--- src/sv/ry420_pkg.sv ---
// Shared types and constants for the RGB to YCbCr 4:2:0 pixel converter.
`timescale 1ns / 1ps
`default_nettype none

package ry420_pkg;

	// Default number of fraction bits in the coefficients
	localparam int COEF_FRAC_BITS_DEF = 16;

	// Component and position widths
	localparam int PIX_W   = 8;
	localparam int POS_W   = 4;

	// Stage load strobes handed from the pipeline control to each channel
	typedef struct packed {
		logic ld_s1;
		logic ld_s2;
		logic ld_s3;
	} stage_ld_t;

endpackage

`default_nettype wire

--- src/sv/ry420_chan.sv ---
// One color channel: constant multiply, sum with offset, round and clamp in three stages.
`timescale 1ns / 1ps
`default_nettype none

module ry420_chan #(
	parameter int          COEF_FRAC_BITS = ry420_pkg::COEF_FRAC_BITS_DEF,
	parameter longint      KR             = 0,
	parameter longint      KG             = 0,
	parameter longint      KB             = 0,
	parameter longint      OFF_INT        = 0
) (
	input  wire                              clk,
	input  wire  ry420_pkg::stage_ld_t       ld,
	input  wire  [ry420_pkg::PIX_W-1:0]      red,
	input  wire  [ry420_pkg::PIX_W-1:0]      green,
	input  wire  [ry420_pkg::PIX_W-1:0]      blue,
	output logic [ry420_pkg::PIX_W-1:0]      res_s3
);

	// Coefficients carry a sign bit and one guard bit above the fraction
	localparam int CW    = COEF_FRAC_BITS + 2;
	localparam int PW    = CW + ry420_pkg::PIX_W + 1;
	localparam int F     = COEF_FRAC_BITS;
	localparam logic signed [CW-1:0] K_R = CW'(KR);
	localparam logic signed [CW-1:0] K_G = CW'(KG);
	localparam logic signed [CW-1:0] K_B = CW'(KB);
	// Offset plus one half for round to nearest, half up
	localparam logic signed [PW-1:0] ACC_C =
		PW'((OFF_INT <<< COEF_FRAC_BITS) + (64'sd1 <<< (COEF_FRAC_BITS - 1)));

	logic signed [PW-1:0] prod_r_s1;
	logic signed [PW-1:0] prod_g_s1;
	logic signed [PW-1:0] prod_b_s1;
	logic signed [PW-1:0] acc_s2;
	logic                 over;

	// Multiply each component by its coefficient
	always_ff @(posedge clk) begin
		if (ld.ld_s1) begin
			prod_r_s1 <= PW'($signed({1'b0, red}))   * PW'(K_R);
			prod_g_s1 <= PW'($signed({1'b0, green})) * PW'(K_G);
			prod_b_s1 <= PW'($signed({1'b0, blue}))  * PW'(K_B);
		end
	end

	// Sum the products with offset and rounding half
	always_ff @(posedge clk) begin
		if (ld.ld_s2) begin
			acc_s2 <= prod_r_s1 + prod_g_s1 + prod_b_s1 + ACC_C;
		end
	end

	// Integer part above 255 saturates
	assign over = |acc_s2[PW-2:F+ry420_pkg::PIX_W];

	// Drop the fraction and clamp to 0..255
	always_ff @(posedge clk) begin
		if (ld.ld_s3) begin
			if (acc_s2[PW-1]) begin
				res_s3 <= '0;
			end else if (over) begin
				res_s3 <= '1;
			end else begin
				res_s3 <= acc_s2[F+ry420_pkg::PIX_W-1:F];
			end
		end
	end

endmodule

`default_nettype wire

--- src/sv/rgb_to_ycbcr_420_pixel_core.sv ---
// Top level of the JFIF RGB to YCbCr 4:2:0 pixel converter.
//
// Usage:
//   The slave channel (s_tvalid, s_tready, s_tdata) takes one RGB pixel word with its
//   row and column inside a 16x16 macroblock. The master channel (m_tvalid, m_tready,
//   m_tdata) returns one word per pixel: clamped Y, Cb and Cr, the chroma keep flag
//   for 4:2:0 decimation, the 8x8 luma block index with the position in it, and the
//   position in the 8x8 chroma block.
//   The word passes three register stages (multiply, sum, round/clamp), and m_tvalid
//   is the valid bit of the last. Throughput is one word per cycle unless stalled;
//   every stage holds a valid bit, and a stage loads whenever it is empty or the
//   stage after it moves, so bubbles close up. When the receiver stalls, the output
//   register holds its word and the stages behind it keep filling until all three are
//   full; then s_tready drops.
//   Reset clears all valid bits; no word is in flight after reset.
`timescale 1ns / 1ps
`default_nettype none

module rgb_to_ycbcr_420_pixel_core #(
	parameter int COEF_FRAC_BITS = ry420_pkg::COEF_FRAC_BITS_DEF
) (
	input  wire         clk,
	input  wire         arst_n,
	input  wire         s_tvalid,
	output logic        s_tready,
	// red[7:0], green[15:8], blue[23:16], pixel_row[27:24], pixel_col[31:28]
	input  wire  [31:0] s_tdata,
	output logic        m_tvalid,
	input  wire         m_tready,
	// luma[7:0], chroma_blue[15:8], chroma_red[23:16], chroma_keep[24],
	// luma_block[26:25], block_row[29:27], block_col[32:30], chroma_row[35:33],
	// chroma_col[38:36], zero[39]
	output logic [39:0] m_tdata
);

	// Coefficients rounded from the JFIF constants
	localparam longint F = COEF_FRAC_BITS;
	localparam longint Y_R  = ((64'sd299  <<< F) + 64'sd500)  / 64'sd1000;
	localparam longint Y_G  = ((64'sd587  <<< F) + 64'sd500)  / 64'sd1000;
	localparam longint Y_B  = ((64'sd114  <<< F) + 64'sd500)  / 64'sd1000;
	localparam longint CB_R = ((64'sd1687 <<< F) + 64'sd5000) / 64'sd10000;
	localparam longint CB_G = ((64'sd3313 <<< F) + 64'sd5000) / 64'sd10000;
	localparam longint HALF = ((64'sd5    <<< F) + 64'sd5)    / 64'sd10;
	localparam longint CR_G = ((64'sd4187 <<< F) + 64'sd5000) / 64'sd10000;
	localparam longint CR_B = ((64'sd813  <<< F) + 64'sd5000) / 64'sd10000;

	localparam int PW = ry420_pkg::PIX_W;
	localparam int QW = ry420_pkg::POS_W;

	// Derived position fields: keep, block, block row, block col, chroma row, chroma col
	typedef struct packed {
		logic        keep;
		logic [1:0]  blk;
		logic [2:0]  brow;
		logic [2:0]  bcol;
		logic [2:0]  crow;
		logic [2:0]  ccol;
	} pos_t;

	logic                 vld_s1;
	logic                 vld_s2;
	logic                 vld_s3;
	logic                 rdy1;
	logic                 rdy2;
	logic                 rdy3;
	ry420_pkg::stage_ld_t ld;
	logic [PW-1:0]        red;
	logic [PW-1:0]        green;
	logic [PW-1:0]        blue;
	logic [QW-1:0]        row;
	logic [QW-1:0]        col;
	pos_t                 pos_in;
	pos_t                 pos_s1;
	pos_t                 pos_s2;
	pos_t                 pos_s3;
	logic [PW-1:0]        y_s3;
	logic [PW-1:0]        cb_s3;
	logic [PW-1:0]        cr_s3;

	// Unpack the input word
	assign red   = s_tdata[7:0];
	assign green = s_tdata[15:8];
	assign blue  = s_tdata[23:16];
	assign row   = s_tdata[27:24];
	assign col   = s_tdata[31:28];

	// A stage loads when it is empty or its successor moves
	assign rdy3     = ~vld_s3 | m_tready;
	assign rdy2     = ~vld_s2 | rdy3;
	assign rdy1     = ~vld_s1 | rdy2;
	assign s_tready = rdy1;
	assign ld       = '{ld_s1: rdy1, ld_s2: rdy2, ld_s3: rdy3};

	// Advance valid bits
	always_ff @(posedge clk or negedge arst_n) begin
		if (!arst_n) begin
			vld_s1 <= 1'b0;
			vld_s2 <= 1'b0;
			vld_s3 <= 1'b0;
		end else begin
			if (rdy1) vld_s1 <= s_tvalid;
			if (rdy2) vld_s2 <= vld_s1;
			if (rdy3) vld_s3 <= vld_s2;
		end
	end

	// Split the macroblock position
	always_comb begin
		pos_in.keep = ~row[0] & ~col[0];
		pos_in.blk  = {row[3], col[3]};
		pos_in.brow = row[2:0];
		pos_in.bcol = col[2:0];
		pos_in.crow = row[3:1];
		pos_in.ccol = col[3:1];
	end

	// Carry the position alongside the arithmetic
	always_ff @(posedge clk) begin
		if (ld.ld_s1) pos_s1 <= pos_in;
		if (ld.ld_s2) pos_s2 <= pos_s1;
		if (ld.ld_s3) pos_s3 <= pos_s2;
	end

	ry420_chan #(
		.COEF_FRAC_BITS (COEF_FRAC_BITS),
		.KR             (Y_R),
		.KG             (Y_G),
		.KB             (Y_B),
		.OFF_INT        (0)
	) u_luma (
		.clk    (clk),
		.ld     (ld),
		.red    (red),
		.green  (green),
		.blue   (blue),
		.res_s3 (y_s3)
	);

	ry420_chan #(
		.COEF_FRAC_BITS (COEF_FRAC_BITS),
		.KR             (-CB_R),
		.KG             (-CB_G),
		.KB             (HALF),
		.OFF_INT        (128)
	) u_cb (
		.clk    (clk),
		.ld     (ld),
		.red    (red),
		.green  (green),
		.blue   (blue),
		.res_s3 (cb_s3)
	);

	ry420_chan #(
		.COEF_FRAC_BITS (COEF_FRAC_BITS),
		.KR             (HALF),
		.KG             (-CR_G),
		.KB             (-CR_B),
		.OFF_INT        (128)
	) u_cr (
		.clk    (clk),
		.ld     (ld),
		.red    (red),
		.green  (green),
		.blue   (blue),
		.res_s3 (cr_s3)
	);

	// Pack the output word
	assign m_tvalid = vld_s3;
	assign m_tdata  = {1'b0, pos_s3.ccol, pos_s3.crow, pos_s3.bcol, pos_s3.brow,
		pos_s3.blk, pos_s3.keep, cr_s3, cb_s3, y_s3};

endmodule

`default_nettype wire

--- config.mk ---
export PLATFORM = sky130hd
export DESIGN_NAME = rgb_to_ycbcr_420_pixel_core
export DESIGN_NICKNAME = d
export VERILOG_FILES = /design/src/sv/ry420_pkg.sv /design/src/sv/ry420_chan.sv /design/src/sv/rgb_to_ycbcr_420_pixel_core.sv
export SDC_FILE = /design/constraint.sdc
export NUM_CORES = 1
export LEC_CHECK = 0
export BUFFER_PORTS_ARGS = -buffer_cell sky130_fd_sc_hd__clkbuf_2
export CAP_MARGIN = 0
export CORE_MARGIN = 4
export CORE_UTILIZATION = 65
export DETAILED_ROUTE_END_ITERATION = 12
export PLACE_DENSITY = 0.85
export SLEW_MARGIN = 20
export SYNTH_ARGS = -nofsm -noshare
export SYNTH_HDL_FRONTEND = slang
export SYNTH_SLANG_ARGS = --single-unit
export TNS_END_PERCENT = 5
--- constraint.sdc ---
create_clock -name clk -period 10.55 [get_ports clk]
set_input_delay 2.11 -clock clk [delete_from_list [all_inputs] [get_ports clk]]
set_output_delay 2.11 -clock clk [all_outputs]
set_load 0.005 [all_outputs]
==> run summary <==
* global placement routability congestion: 0.908
* Clock H-tree levels: 1
* core region area: 0.0359 mm²
* critical path cell sequence: clkbuf_2, fa_1, inv_1, fa_1, inv_1, fa_1, inv_1, fa_1, inv_1, ha_1, nor3_1, a21oi_1, a211o_1, a2111oi_2, nor3_1, a211o_1, a21oi_2, xnor2_1
* total of warnings raised by yosys: 0
* Avg Vias per Cell: 5.66
* sequential share of the synthesized area: 30.1%
* Comb power frac: 65.2%
* I/O pins: 78
* Hold WS: 0.416 ns
* residual antenna-violating net count after detailed routing: 0
* clock power share: 11.1%
* global-route usage over all layers: 25.8%
* Core Util, Final: 71.6%
* power density over the cells: 333 mW/mm²
* Cell Int Power: 0.00487 W
* Post-CTS Setup Bufs: 0
* detailed-router iteration count before antenna repair: 6
* root cell of the clock tree: sky130_fd_sc_hd__clkbuf_16
* slowest CP cell: sky130_fd_sc_hd__fa_1
* initial antenna violation count: 3
* clock tree from TritonCTS: done
* synthesis-stage register bit count: 240
* highest-count cells in the layout ignoring fill and taps: 482 x sky130_fd_sc_hd__ha_1, 473 x sky130_fd_sc_hd__inv_1, 237 x sky130_fd_sc_hd__edfxtp_1
* post-cts hold buffer count: 0
* shortest period the worst path allows: 6.60 ns
* Sink Count: 240
* Peak VDD IR: 190 µV
* insertion delay of the later-clocked pin in the worst-skew pair: 0.55 ns
* quantity of I/O buffers inserted on ports: 76
* die outline area: 0.0399 mm²
* Relative slew margins: 36.0%
* Fillers: 2,437
* CP Max Fanout: 10
* clock-pin transition on the worst setup and hold timing paths: 0.06 ns
* share of power burned in registers: 23.7%
* final number of max-transition violations: 0
* net switching power of the design: 0.00370 W
* final setup TNS: 0 ns
* switching power as a share of total power: 43.1%
* RSZ-0062 raised after global routing: false
* Worst-Margin Slew: 0.959 ns
* result of the run: finished clean
* vias in the first global route: 16,600
* area of the mapped netlist: 0.0239 mm²
* clock buffer depth: 3
* fraction of layout instances using a drive strength above 1: 6.82%
* via count: 15,300
* total congestion overflow after global routing: 0
* number of instances resized during post-cts repair: 0
* largest net degree at the start of global routing: 165
* fmax: 152 MHz
* wire length of the first global-routing pass: 82,000 µm
* Clock Skews: 0.00942 ns
* Hold/Removal Path Class: reg2reg
* Hold Fails Final Rpt: 0
* arrival time at the worst endpoint: 6.90 ns
* highest cell delay on the worst timing path: 0.62 ns
* Worst Path Class, Setup: in2reg
* kind of end point of the critical path: flop
* top flip-flop cell by instance count after synthesis: sky130_fd_sc_hd__edfxtp_1
* Req. time, crit path: 10.86 ns
* fraction of registers with async set or reset after synthesis: 1.25%
* initial core utilization: 66.5%
* Mean Syn Cell Area: 11.3 µm²
* number of remaining DRC errors: 0
* floorplan die height: 200 µm
* endpoints failing setup: 0
* type of element launching the critical path: primary input
* drt total wl: 49,500 µm
* die span in x: 200 µm
* most common cell after layout, fill and taps aside: sky130_fd_sc_hd__ha_1
* Static Leakage: 12.8 nW
* Syn Inst Count: 2,124
* signed area change from the synthesized netlist to the final layout: 7.60%
* number of flops mapped to enable cells by yosys: 237
* Iter 0 DRT Violations: 814
* WL/cell: 18.3 µm
* fin crit share: 62.6%
* number of buffers added by the clock tree synthesis step: 28
* number of placement rows: 69
* final HPWL from detailed placement: 40,000 µm
* number of nets in the layout: 2,962
* number of distinct library cell variants in the gate-level netlist after synthesis: 71
* net count after synthesis: 2,865
* max-cap violation count: 0
cells by family after synthesis:
logic type      share of synthesized area [%]
compound gates                           7.59
fa+ha+maj                                43.9
other cells                            0.0157
mux                                    0.0419
buf+inv                                  7.71
simple gates                             5.79
xor+xnor                                 4.84
flops                                    30.1
power groups by stage:
stage | logic, W | clock network (W) | registers, W
2_1_floorplan | 0.00426 | 0 | 0.00195
3_3_place_gp | 0.00512 | 0 | 0.00204
3_5_place_dp | 0.00547 | 0 | 0.00204
4_1_cts | 0.00558 | 0.000960 | 0.00203
5_1_grt | 0.00634 | 0.000997 | 0.00207
6_report | 0.00559 | 0.000947 | 0.00203
sequential cells by signal, indices dropped and copies added, names as in the netlist:
name	cells
m_tdata	9
pos_s1	9
u_cb.prod_b_s1	8
u_cb.res_s3	8
u_cr.res_s3	8
u_luma.res_s3	8
u_luma.acc_s2	10
u_cr.prod_r_s1	8
u_cr.acc_s2	11
u_cb.prod_r_s1	18
u_cb.acc_s2	11
u_cb.prod_g_s1	20
vld_s2	1
pos_s2	9
u_luma.prod_b_s1	19
u_cr.prod_g_s1	21
u_luma.prod_r_s1	22
vld_s1	1
m_tvalid	1
u_cr.prod_b_s1	18
u_luma.prod_g_s1	20
critical path: cells and delay by family:
family	cells	cell delay, ns
AOI/OAI and AO/OA	5	1.28
xor gates and xnor gates	1	0.07
adders and majority gates	5	2.46
buffers and inverters	5	0.46
and+or+nand+nor	2	0.51
path summary, 6_finish.rpt:
check / startpoint / endpoint / slack (ns) / cells after the start
setup / recovery: s_tdata[21] / u_luma.prod_b_s1[20]$_DFFE_PP_ / 3.95 / 18
hold / removal: pos_s1[7]$_DFFE_PP_ / pos_s2[7]$_DFFE_PP_ / 0.42 / 0
setup reg to reg: u_luma.prod_g_s1[8]$_DFFE_PP_ / u_luma.acc_s2[22]$_DFFE_PP_ / 6.67 / 12
hold reg to reg: pos_s1[7]$_DFFE_PP_ / pos_s2[7]$_DFFE_PP_ / 0.42 / 0
max in group asynchronous: arst_n / vld_s2$_DFFE_PN0P_ / 9.10 / 1
min in group asynchronous: arst_n / m_tvalid$_DFFE_PN0P_ / 1.34 / 1
cell type report:
| type | instances | area (µm²) | share of cell area, % |
|---|---|---|---|
| diodes | 1 | 2.50 | 0.00973 |
| clock buffers | 33 | 741 | 2.88 |
| clock inverters | 18 | 154 | 0.599 |
| inverters | 473 | 1780 | 6.90 |
| multi-input cells | 1400 | 14900 | 57.8 |
| flip-flops and latches | 240 | 7190 | 28.0 |
| well taps | 461 | 577 | 2.24 |
| repair buffers | 78 | 408 | 1.59 |
per-layer routing:
layer	vias to the layer above	track usage, %	routed length, µm	share of wire [%]
met5	-	0	12	0.024
met4	2	9.08	2030	4.1
met1	7499	34.2	20900	42
li1	7324	-	-	-
met2	380	44.3	24000	48
met3	98	3.51	2550	5.1
cell usage after synthesis (all sizes together), types with 20 or more instances:
library cell / count / area share (%)
a21o: 24 / 0.76
a21oi: 81 / 1.8
edfxtp: 237 / 30
fa: 223 / 19
ha: 482 / 25
inv: 473 / 7.4
nand2: 37 / 0.58
nand3: 20 / 0.42
nor2: 129 / 2.0
nor3: 22 / 0.46
o21ai: 58 / 1.2
xnor2: 107 / 3.9
xor2: 25 / 0.92
through the flow:
step	total power [W]	instances	instance area, µm²	worst slack (ns)
global route	0.00941	2704	25700	3.66
finish	0.00857	2704	25700	3.95
CTS	0.00857	2703	25700	3.97
floorplan	0.00620	2124	23900	1.75
global placement	0.00716	2652	24800	3.53
detailed placement	0.00752	2652	24800	3.41
No activity file was read; power rests on OpenSTA's default activity.
